File: config.mk
export PLATFORM = sky130hd
export DESIGN_NAME = phs_isqrt
export DESIGN_NICKNAME = d
export VERILOG_FILES = /design/src/rtl/phs_isqrt.sv
export SDC_FILE = /design/constraint.sdc
export NUM_CORES = 1
export LEC_CHECK = 0
export BUFFER_PORTS_ARGS = -buffer_cell sky130_fd_sc_hd__buf_4
export CAP_MARGIN = 20
export CORE_MARGIN = 2
export CORE_UTILIZATION = 55
export CTS_CLUSTER_DIAMETER = 200
export DETAILED_ROUTE_END_ITERATION = 12
export GPL_TIMING_DRIVEN = 0
export PLACE_DENSITY_LB_ADDON = 0.1
export SLEW_MARGIN = 15
export SYNTH_ARGS = -nofsm -noshare
export SYNTH_HDL_FRONTEND = slang
export SYNTH_SLANG_ARGS = --single-unit
File: constraint.sdc
create_clock -name clk -period 2.4 [get_ports clk]
set_input_delay 0.24 -clock clk [delete_from_list [all_inputs] [get_ports clk]]
set_output_delay 0.24 -clock clk [all_outputs]
set_load 0.02 [all_outputs]
File: src/rtl/phs_isqrt.sv
// ----------------------------------------------------------------------------
// phs_isqrt
// Pipelined floor square root, one root bit per stage, with a side payload.
// ----------------------------------------------------------------------------
module phs_isqrt #(
  parameter int W  = 28,
  parameter int PW = 8
) (
  input  logic          clk,
  input  logic          rst_n,
  input  logic          en,
  input  logic          in_valid,
  input  logic [W-1:0]  in_rad,
  input  logic [PW-1:0] in_pay,
  output logic          out_valid,
  output logic [W/2-1:0] out_root,
  output logic [PW-1:0] out_pay
);
  localparam int N = W / 2;

  logic [N-1:0]  vld_r;
  logic [W-1:0]  rem_r   [N];
  logic [N-1:0]  q_r     [N];
  logic [PW-1:0] pay_r   [N];
  logic [W-1:0]  rem_nxt [N];
  logic [N-1:0]  q_nxt   [N];
  logic [PW-1:0] pay_nxt [N];

  for (genvar j = 0; j < N; j++) begin : g_stage
    localparam int B = N - 1 - j;
    logic [W-1:0] rem_in;
    logic [N-1:0] q_in;
    logic [W+1:0] trial;
    logic         take;

    if (j == 0) begin : g_head
      assign rem_in     = in_rad;
      assign q_in       = '0;
      assign pay_nxt[j] = in_pay;
    end else begin : g_body
      assign rem_in     = rem_r[j-1];
      assign q_in       = q_r[j-1];
      assign pay_nxt[j] = pay_r[j-1];
    end

    // remainder holds x - q^2; try setting root bit B
    assign trial      = ((W+2)'(q_in) << (B + 1)) + ((W+2)'(1) << (2 * B));
    assign take       = {2'b00, rem_in} >= trial;
    assign rem_nxt[j] = take ? rem_in - trial[W-1:0] : rem_in;
    assign q_nxt[j]   = take ? (q_in | (N'(1) << B)) : q_in;
  end

  always_ff @(posedge clk) begin
    if (!rst_n) begin
      vld_r <= '0;
    end else if (en) begin
      vld_r <= {vld_r[N-2:0], in_valid};
    end
  end

  always_ff @(posedge clk) begin
    if (en) begin
      for (int j = 0; j < N; j++) begin
        rem_r[j] <= rem_nxt[j];
        q_r[j]   <= q_nxt[j];
        pay_r[j] <= pay_nxt[j];
      end
    end
  end

  assign out_valid = vld_r[N-1];
  assign out_root  = q_r[N-1];
  assign out_pay   = pay_r[N-1];

endmodule

# Yosys cells after proc, flatten, opt, wreduce, memory -nomap -nowiden
# Memories as Yosys holds them, arrays and structs flattened.
# Cells that the tools add are included.
totals:
  ff_bits: 14
  mem_bits_rw: 700
  in_bits: 40
  output_inout_bits: 23
  elab_cells: 75
  memories: 3
memory_table:
  columns: ["memory", "depth", "width", "read_ports", "rd_clocked_by_memory_dff", "write_ports", "line", "text"]
  rows:
  - ["rem_r", 14, 28, 13, 0, 14, "22", "logic [W-1:0] rem_r [N];"]
  - ["q_r", 14, 14, 14, 0, 14, "23", "logic [N-1:0] q_r [N];"]
  - ["pay_r", 14, 8, 14, 0, 14, "24", "logic [PW-1:0] pay_r [N];"]
op_classes:
  addsub: 27
  n_lt_le_gt_ge: 14
  muxes: 30
op_table:
  columns: ["cell", "count"]
  rows:
  - ["2-to-1 mux 28 bit", 14]
  - ["adder 27 x 25 -> 28 bit, second input constant", 1]
  - [">= comparator 28 x 16 -> 1 bit", 1]
  - [">= comparator 28 x 17 -> 1 bit", 1]
  - [">= comparator 28 x 18 -> 1 bit", 1]
  - [">= comparator 28 x 19 -> 1 bit", 1]
  - [">= comparator 28 x 20 -> 1 bit", 1]
  - [">= comparator 28 x 21 -> 1 bit", 1]
  - [">= comparator 28 x 22 -> 1 bit", 1]
  - [">= comparator 28 x 23 -> 1 bit", 1]
  - [">= comparator 28 x 24 -> 1 bit", 1]
  - [">= comparator 28 x 25 -> 1 bit", 1]
  - [">= comparator 28 x 26 -> 1 bit", 1]
  - [">= comparator 28 x 27 -> 1 bit", 1]
  - [">= comparator 28 x 27 -> 1 bit, second input constant", 1]
  - [">= comparator 28 bit", 1]
  - ["subtractor 28 x 16 -> 28 bit", 1]
  - ["subtractor 28 x 17 -> 28 bit", 1]
  - ["subtractor 28 x 18 -> 28 bit", 1]
  - ["subtractor 28 x 19 -> 28 bit", 1]
  - ["subtractor 28 x 20 -> 28 bit", 1]
  - ["subtractor 28 x 21 -> 28 bit", 1]
  - ["subtractor 28 x 22 -> 28 bit", 1]
  - ["subtractor 28 x 23 -> 28 bit", 1]
  - ["32 further kinds", 34]

# Longest topological paths before layout
# Gate-level depths: netlist of the first run.
# An unclocked memory read counts as a cell.
logic_depth:
  depth_word: 4
  mapped_depth: 10
  depth_no_buf: 8

# Worst setup path after synthesis of the first run
# OpenSTA, ideal clock, no wires.
synth_timing:
  path_type: "reg2reg"
  startpoint: "memory rem_r[5][21] (netlist: rem_r[0][161])"
  endpoint: "memory rem_r[6][16] (netlist: rem_r[0][184]), data pin"
  setup_ns: 0.260
  arrival_ns: 2.345
  t_required_ns: 2.140
  path_slack_ns: -0.205
  path_stages_with_launch: 8
  n_path_buf: 1
  synth_period_minus_slack_ns: 2.605
  path_cell_list: "edfxtp_1 -> ha_1 -> or3_4 -> or4_1 -> or3b_1 -> buf_6 -> nor2_8 -> mux2_4"
synth_rtl:
  columns: ["item", "line"]
  rows:
  - ["from (decl)", "22"]

==> flow_summary.ini, run 1 <==
[detailed_routing]
firstDrtPassIters = 5
drt_iter0_drc = 930
detailroute.via_count = 15335
wirelength_um = 50900
post_drt_via_cell_ratio = 5.53
antenna_violating_nets_post_route = 0
wl_per_cell_um = 18.4
drc_errors = 0

[power]
power.clock.fraction_pct = 34.3
switching_share_pct = 25.6
cellLeakagePower_uw = 0.0122
intPower_uw = 21400
post-layout-total-power_uw = 28800
switching_power_uw = 7390
ir_worst_vdd_mv = 0.637
power.sequential.fraction_pct = 47.4
comb_power_share_pct = 18.3
pwr_density_cell_nw_per_um2 = 874

[synthesis]
ys_async_sr_fraction_pct = 0
postSynthCellCount = 1842
postSynthNetCount = 1997
ys_ff_latch = 595
yosys.cell_types.count = 75
yosys_warnings = 0
synth_seq_area_share_pct = 67.9
synth_area_per_cell_um2 = 14.2
netlist.top_cell.by_area = edfxtp_1
number_of_enable_flip_flop_cells_after_synthesis = 581
mappedNetlistArea_um2 = 26100
netlist_top_cells_area = edfxtp_1 (67%), ha_1 (5.5%), xnor2_1 (3.0%), xor2_1 (2.1%), inv_1 (2.0%)
synth-main-ff-cell = edfxtp_1
netlist.area_leader.share_pct = 66.8

[global_route]
first_pass_grt_wire_length_um = 79200
vias_in_the_first_global_route = 16287
grt_start_max_net_pins = 101
grt-ovfl-total = 0
track_usage_pct = 20.4
antenna_violations_before_repair = 0

[floorplan]
floorplan.die.width_um = 222
top_level_ports = 63
floorplan.core_area_um2 = 46800
core.rowCount = 79
die-area_um2 = 49200
initial_core_util_pct = 55.9
fp.dieH_um = 222

[setup_path]
critical_path.top_delay_family = simple AND/OR/NAND/NOR gates
worst_path_max_delay_cell = or4_4
path_cells = ha_2, or3_4, or4_4, or3b_1, buf_6, nor2_8, mux2_4
crit_required_ns = 2.79
path_buf_inv = 1
critPathMaxFanout = 7
worst_r2r_endpoint = rem_r[0][184]
rrSetupSlack_ns = -0.23
critical_path.reg2reg.startpoint = rem_r[0][161]
critical_path.max_stage_delay_ns = 0.43
ff2ff_path_depth = 7
endpoint_kind = register
timing.critical_path.from_type = register
path_class = reg -> reg
worstPathArrival_ns = 3.02

[final_layout]
layout-drive-gt1-share_pct = 26.1
final_cells = 2773
total_number_of_nets_in_the_final_design = 2271
area_delta_synth_final_pct = 26.3
antenna-diode-count = 0
final_area_um2 = 33000

[outcome]
status = complete, but fails checks
violations = setup timing

[clocking]
numCtsBuffers = 59
tritoncts = done
cts-htree-levels = 2
clk-insertion-delay-late_ns = 0.64
clk_transition_reported_paths_ns = 0.06
cts.sink_count = 595
cts.path.max_buffers = 3
clockRootBuffer = clkbuf_16

[timing]
timing.final.hold_violations = 0
fmax_mhz = 381
finalWorstPathRequiredPeriod_ns = 2.63
max-slew-margin-rel_pct = 24.1
slew_violations = 0
timing.final.ws_setup_ns = -0.226
grt_setup_unrepaired = yes
final.hold.worst_slack_ns = 0.0206
timing.clock.skew_ns = 0.0366
report.final.setup_viol = 87
max_slew.worst_pin.slew_ns = 1.13
post-route-period-util_pct = 109

[hold_path]
hold-path-cell-count = 1
hp-class = in -> reg
worst_hold_path.endpoint = pay_r[0][2]
worst_hold_startpoint = en

[flow_run]
max_cap_violations = 0

[placed_design]
place.port_buffers = 62
dpl_worst_slack_ns = -1.01
place_hpwl_um = 32900
area_after_dpl_um2 = 27500
globalplace.congestion = 0.923
dp_cells = 2517
per-layer routing:
layer / track usage [%] / routed length (um) / vias up
met5: 0 / 0 / -
met4: 9.44 / 1940 / 0
met3: 2.77 / 1430 / 124
met2: 42.9 / 30500 / 275
met1: 18.6 / 17100 / 7437
li1: - / - / 7499
stage by stage:
step / utilization (%) / TNS, ns
3_3_place_gp: 58.5 / -2073.30
5_1_grt: 70.5 / -13.25
6_report: 70.5 / -6.14
4_1_cts: 68.7 / -9.31
3_5_place_dp: 58.9 / -84.54
2_1_floorplan: - / -0.861
how the worst max path moves through the flow:
stage | startpoint | endpoint | slack, ns | cells after the start
2_1_floorplan | rem_r[0][161] | rem_r[0][184] | -0.16 | 7
3_3_place_gp | en | vld_r[6] | -4.01 | 5
3_5_place_dp | rem_r[1][72] | rem_r[1][94] | -1.01 | 8
4_1_cts | rem_r[0][161] | rem_r[0][188] | -0.22 | 7
5_1_grt | q_r[0][83] | rem_r[0][186] | -0.28 | 8
6_report | rem_r[0][161] | rem_r[0][184] | -0.23 | 7
cell families after synthesis:
| kind of cell | after synthesis | synth area share [%] |
|---|---|---|
| buffers and inverters | 164 | 2.43 |
| flip-flops | 595 | 67.9 |
| adder cells (fa/ha/maj) | 115 | 5.51 |
| XOR/XNOR | 150 | 5.03 |
| AO/OA/AOI/OAI | 291 | 6.94 |
| AND/OR/NAND/NOR | 473 | 9.90 |
| multiplexers | 54 | 2.31 |
repair_timing:
| action | CTS | global route |
|---|---|---|
| cloned | 8 | 1 |
| hold buffers | 39 | 0 |
| resized for setup | 265 | 152 |
| hold endpoints to repair | 42 | 0 |
| pin swaps | 70 | 72 |
| buffers inserted | 60 | 52 |
| endpoints found under the setup margin | 176 | 161 |
Yosys cell counts, types with 4 or more instances:
master	n
nor4_1	39
o21ai_0	69
mux2_2	15
or2_2	7
xor2_1	62
nand2_1	83
nor3_1	40
a31o_2	4
o31ai_1	8
xnor2_1	88
nand2b_1	24
a21oi_1	95
and4_1	4
inv_1	137
and3_1	8
edfxtp_1	581
dfxtp_1	14
nand3_1	22
a211oi_1	10
ha_1	115
o21bai_1	4
mux2_4	7
nand4_1	26
mux2i_1	24
or4_1	14
buf_2	4
a31oi_1	8
a211o_1	5
nor3b_1	7
a21boi_0	4
nor2b_1	30
nand3b_1	5
nor4b_1	12
clkbuf_1	21
or3_1	13
and2_1	8
a2111oi_0	5
mux2_1	8
nor2_1	105
o21a_1	25
nand4b_1	11
o211ai_1	9
a21o_1	17
cells in the final DEF (no fill, tap or decap), types with 10 or more instances in the layout:
cell / count
inv_1: 128
nor2_4: 17
nand4_1: 26
mux2_4: 21
ha_1: 74
nand4b_1: 11
clkbuf_16: 61
or3_1: 12
clkinv_2: 10
edfxtp_1: 581
mux2i_1: 24
a21o_1: 17
bufinv_16: 13
xnor2_1: 84
nand3_1: 14
o21a_1: 25
o21ai_0: 51
buf_8: 12
nand2_1: 77
ha_4: 33
nand2b_1: 24
a21oi_1: 59
nor4_1: 24
a21oi_2: 32
buf_4: 145
xor2_1: 62
dlygate4sd3_1: 39
nor2b_1: 29
nor3_2: 10
nor3_1: 29
o21ai_2: 12
clkinv_1: 18
buf_6: 19
nor2_1: 84
dfxtp_1: 14
power groups by stage:
stage | Sequential [uW] | Clock (uW) | Combinational (uW)
6_report | 13700 | 9870 | 5280
2_1_floorplan | 13600 | 0 | 2850
3_3_place_gp | 13800 | 0 | 3770
3_5_place_dp | 13800 | 0 | 3890
5_1_grt | 13800 | 10500 | 5750
4_1_cts | 13600 | 10100 | 4710
cell type report:
| class | instances | area (um2) |
|---|---|---|
| plain buffers | 19 | 224 |
| inverters | 137 | 514 |
| clock inverters | 45 | 606 |
| fillers | 2977 | 13800 |
| flip-flops and latches | 595 | 17700 |
| well taps | 607 | 759 |
| multi-input cells | 1085 | 9550 |
| clock buffers | 66 | 1530 |
| repair buffers | 219 | 2060 |
flip-flops by register name (all words and copies together) (netlist names):
| signal | count |
|---|---|
| vld_r | 14 |
| q_r | 105 |
| pay_r | 112 |
| rem_r | 364 |
No activity file was read; power rests on OpenSTA's default activity.
==> run 2, diff against run 1 <==
--- a/config.mk
+++ b/config.mk
@@ -6,9 +6,10 @@
 export NUM_CORES = 1
 export LEC_CHECK = 0
 export BUFFER_PORTS_ARGS = -buffer_cell sky130_fd_sc_hd__buf_4
-export CAP_MARGIN = 20
+export CAP_MARGIN = 15
 export CORE_MARGIN = 2
 export CORE_UTILIZATION = 55
+export CTS_BUF_LIST = sky130_fd_sc_hd__clkbuf_2 sky130_fd_sc_hd__clkbuf_4 sky130_fd_sc_hd__clkbuf_8
 export CTS_CLUSTER_DIAMETER = 200
 export DETAILED_ROUTE_END_ITERATION = 12
 export GPL_TIMING_DRIVEN = 0
==> run 2 against run 1 <==
  * The flow still finishes with violations (setup timing)
  * First-iteration DRC count down 6.6%
  * Fmax shrank 1.3%
  * Global-route usage grew 0.26 points
  * Count of clock-buffer cells in the layout grew 62
  * Register-to-register slack lost 0.03 ns
  * Critical endpoint unchanged
==> flow_summary.ini, run 2 (same netlist as run 1, synthesis figures left out) <==
[timing]
fmax_mhz = 376
slew_violations = 0
report.final.setup_viol = 89
timing.clock.skew_ns = 0.0223
grt_setup_unrepaired = yes
max_slew.worst_pin.slew_ns = 1.14
post-route-period-util_pct = 111
finalWorstPathRequiredPeriod_ns = 2.66
timing.final.ws_setup_ns = -0.261
max-slew-margin-rel_pct = 23.4
timing.final.hold_violations = 0
final.hold.worst_slack_ns = 0.274

[placed_design]
place_hpwl_um = 32900
dpl_worst_slack_ns = -1.01
globalplace.congestion = 0.923
place.port_buffers = 62

[setup_path]
worstPathArrival_ns = 3.10
critPathMaxFanout = 7
timing.critical_path.from_type = register
endpoint_kind = register
crit_required_ns = 2.83
path_class = reg -> reg

[floorplan]
initial_core_util_pct = 55.9
floorplan.core_area_um2 = 46800
top_level_ports = 63
core.rowCount = 79
die-area_um2 = 49200
fp.dieH_um = 222
floorplan.die.width_um = 222

[final_layout]
multiInputGateArea_um2 = 9650
area_delta_synth_final_pct = 26.7
final_common_cell = edfxtp_1
layout-drive-gt1-share_pct = 28.9
layout_common_cells = edfxtp_1 (581), buf_4 (148), inv_1 (131)
total_number_of_nets_in_the_final_design = 2315
sequential_cell_area_um2 = 17700
layout.filler_cells = 2972
largest_register_ff_count = 364
max_flop_register = rem_r
largest_registers = rem_r (364), pay_r (112), q_r (105)
antenna-diode-count = 0

[clocking]
tritoncts = done
clk_transition_reported_paths_ns = 0.06
clk-insertion-delay-late_ns = 0.68
cts.sink_count = 595
cts.path.max_buffers = 3
cts-htree-levels = 3
clockRootBuffer = clkbuf_8
numCtsBuffers = 95

[global_route]
vias_in_the_first_global_route = 16455
antenna_violations_before_repair = 0
grt-ovfl-total = 0
first_pass_grt_wire_length_um = 79900
track_usage_pct = 20.6
grt_start_max_net_pins = 101

[hold_path]
hp-class = in -> reg

[detailed_routing]
detailroute.via_count = 15617
drc_errors = 0
wl_per_cell_um = 18.2
drt_iter0_drc = 869
wirelength_um = 51800
firstDrtPassIters = 5
post_drt_via_cell_ratio = 5.50
antenna_violating_nets_post_route = 0

[power]
ir_worst_vdd_mv = 0.539
cellLeakagePower_uw = 0.0124
pwr_density_cell_nw_per_um2 = 845

[flow_run]
max_cap_violations = 0

[outcome]
violations = setup timing
status = complete, but fails checks
run 2: report_power, final:
group          total, uW  internal (uW)  switching [uW]
clock               8970           5070            3900
combinational       5320           2570            2750
sequential         13700          12900             786
total              28000          20500            7430
run 2: timing repair:
item                                    in CTS  in global routing
hold buffers                                40                  0
gates cloned                                 7                  5
gates resized for setup                    259                179
endpoints found under the setup margin     175                159
pin swaps                                   77                 65
hold endpoints to repair                    96                  0
setup buffers                               60                 53
run 2: per-stage QoR:
stage	cell area, um2	instances	total power [uW]	utilization [%]	TNS, ns
floorplan	26100	1842	16400	-	-0.861
global placement	27400	2511	17600	58.5	-2073.30
detailed placement	27500	2517	17700	58.9	-84.54
CTS	31900	2791	27500	68.2	-7.70
global route	33100	2842	29200	70.8	-15.67
finish	33100	2842	28000	70.8	-9.35
run 2: layout make-up:
class / instances / area share [%]
clock inverters: 44 / 1.27
multi-input cells: 1084 / 29.2
flip-flops and latches: 595 / 53.6
repair buffers: 228 / 6.62
clock buffers: 128 / 4.78
plain buffers: 19 / 0.730
well taps: 607 / 2.30
inverters: 137 / 1.55
run 2: layer usage:
layer / vias to the layer above / track usage, % / routed length [um]
li1: 7603 / - / -
met3: 159 / 3.76 / 1680
met5: - / 0 / 0
met2: 314 / 42.5 / 30200
met4: 0 / 10.7 / 2620
met1: 7541 / 18.6 / 17300
run 2: worst paths after layout:
| path | startpoint | end | slack [ns] | cells past startpoint |
|---|---|---|---|---|
| worst max-delay path | rem_r[0][161] | rem_r[0][184] | -0.26 | 7 |
| worst min-delay path | in_pay[7] | pay_r[0][7] | 0.27 | 2 |
| worst max register to register | rem_r[0][161] | rem_r[0][184] | -0.26 | 7 |
| worst min register to register | pay_r[1][22] | pay_r[1][30] | 0.41 | 0 |
run 2: critical path, stage by stage, from the launching register on:
cell	delay [ns]
edfxtp_1	0.44
ha_4	0.20
or3_4	0.33
or4_4	0.43
or3b_1	0.37
buf_6	0.15
nor2_8	0.17
mux2_4	0.32
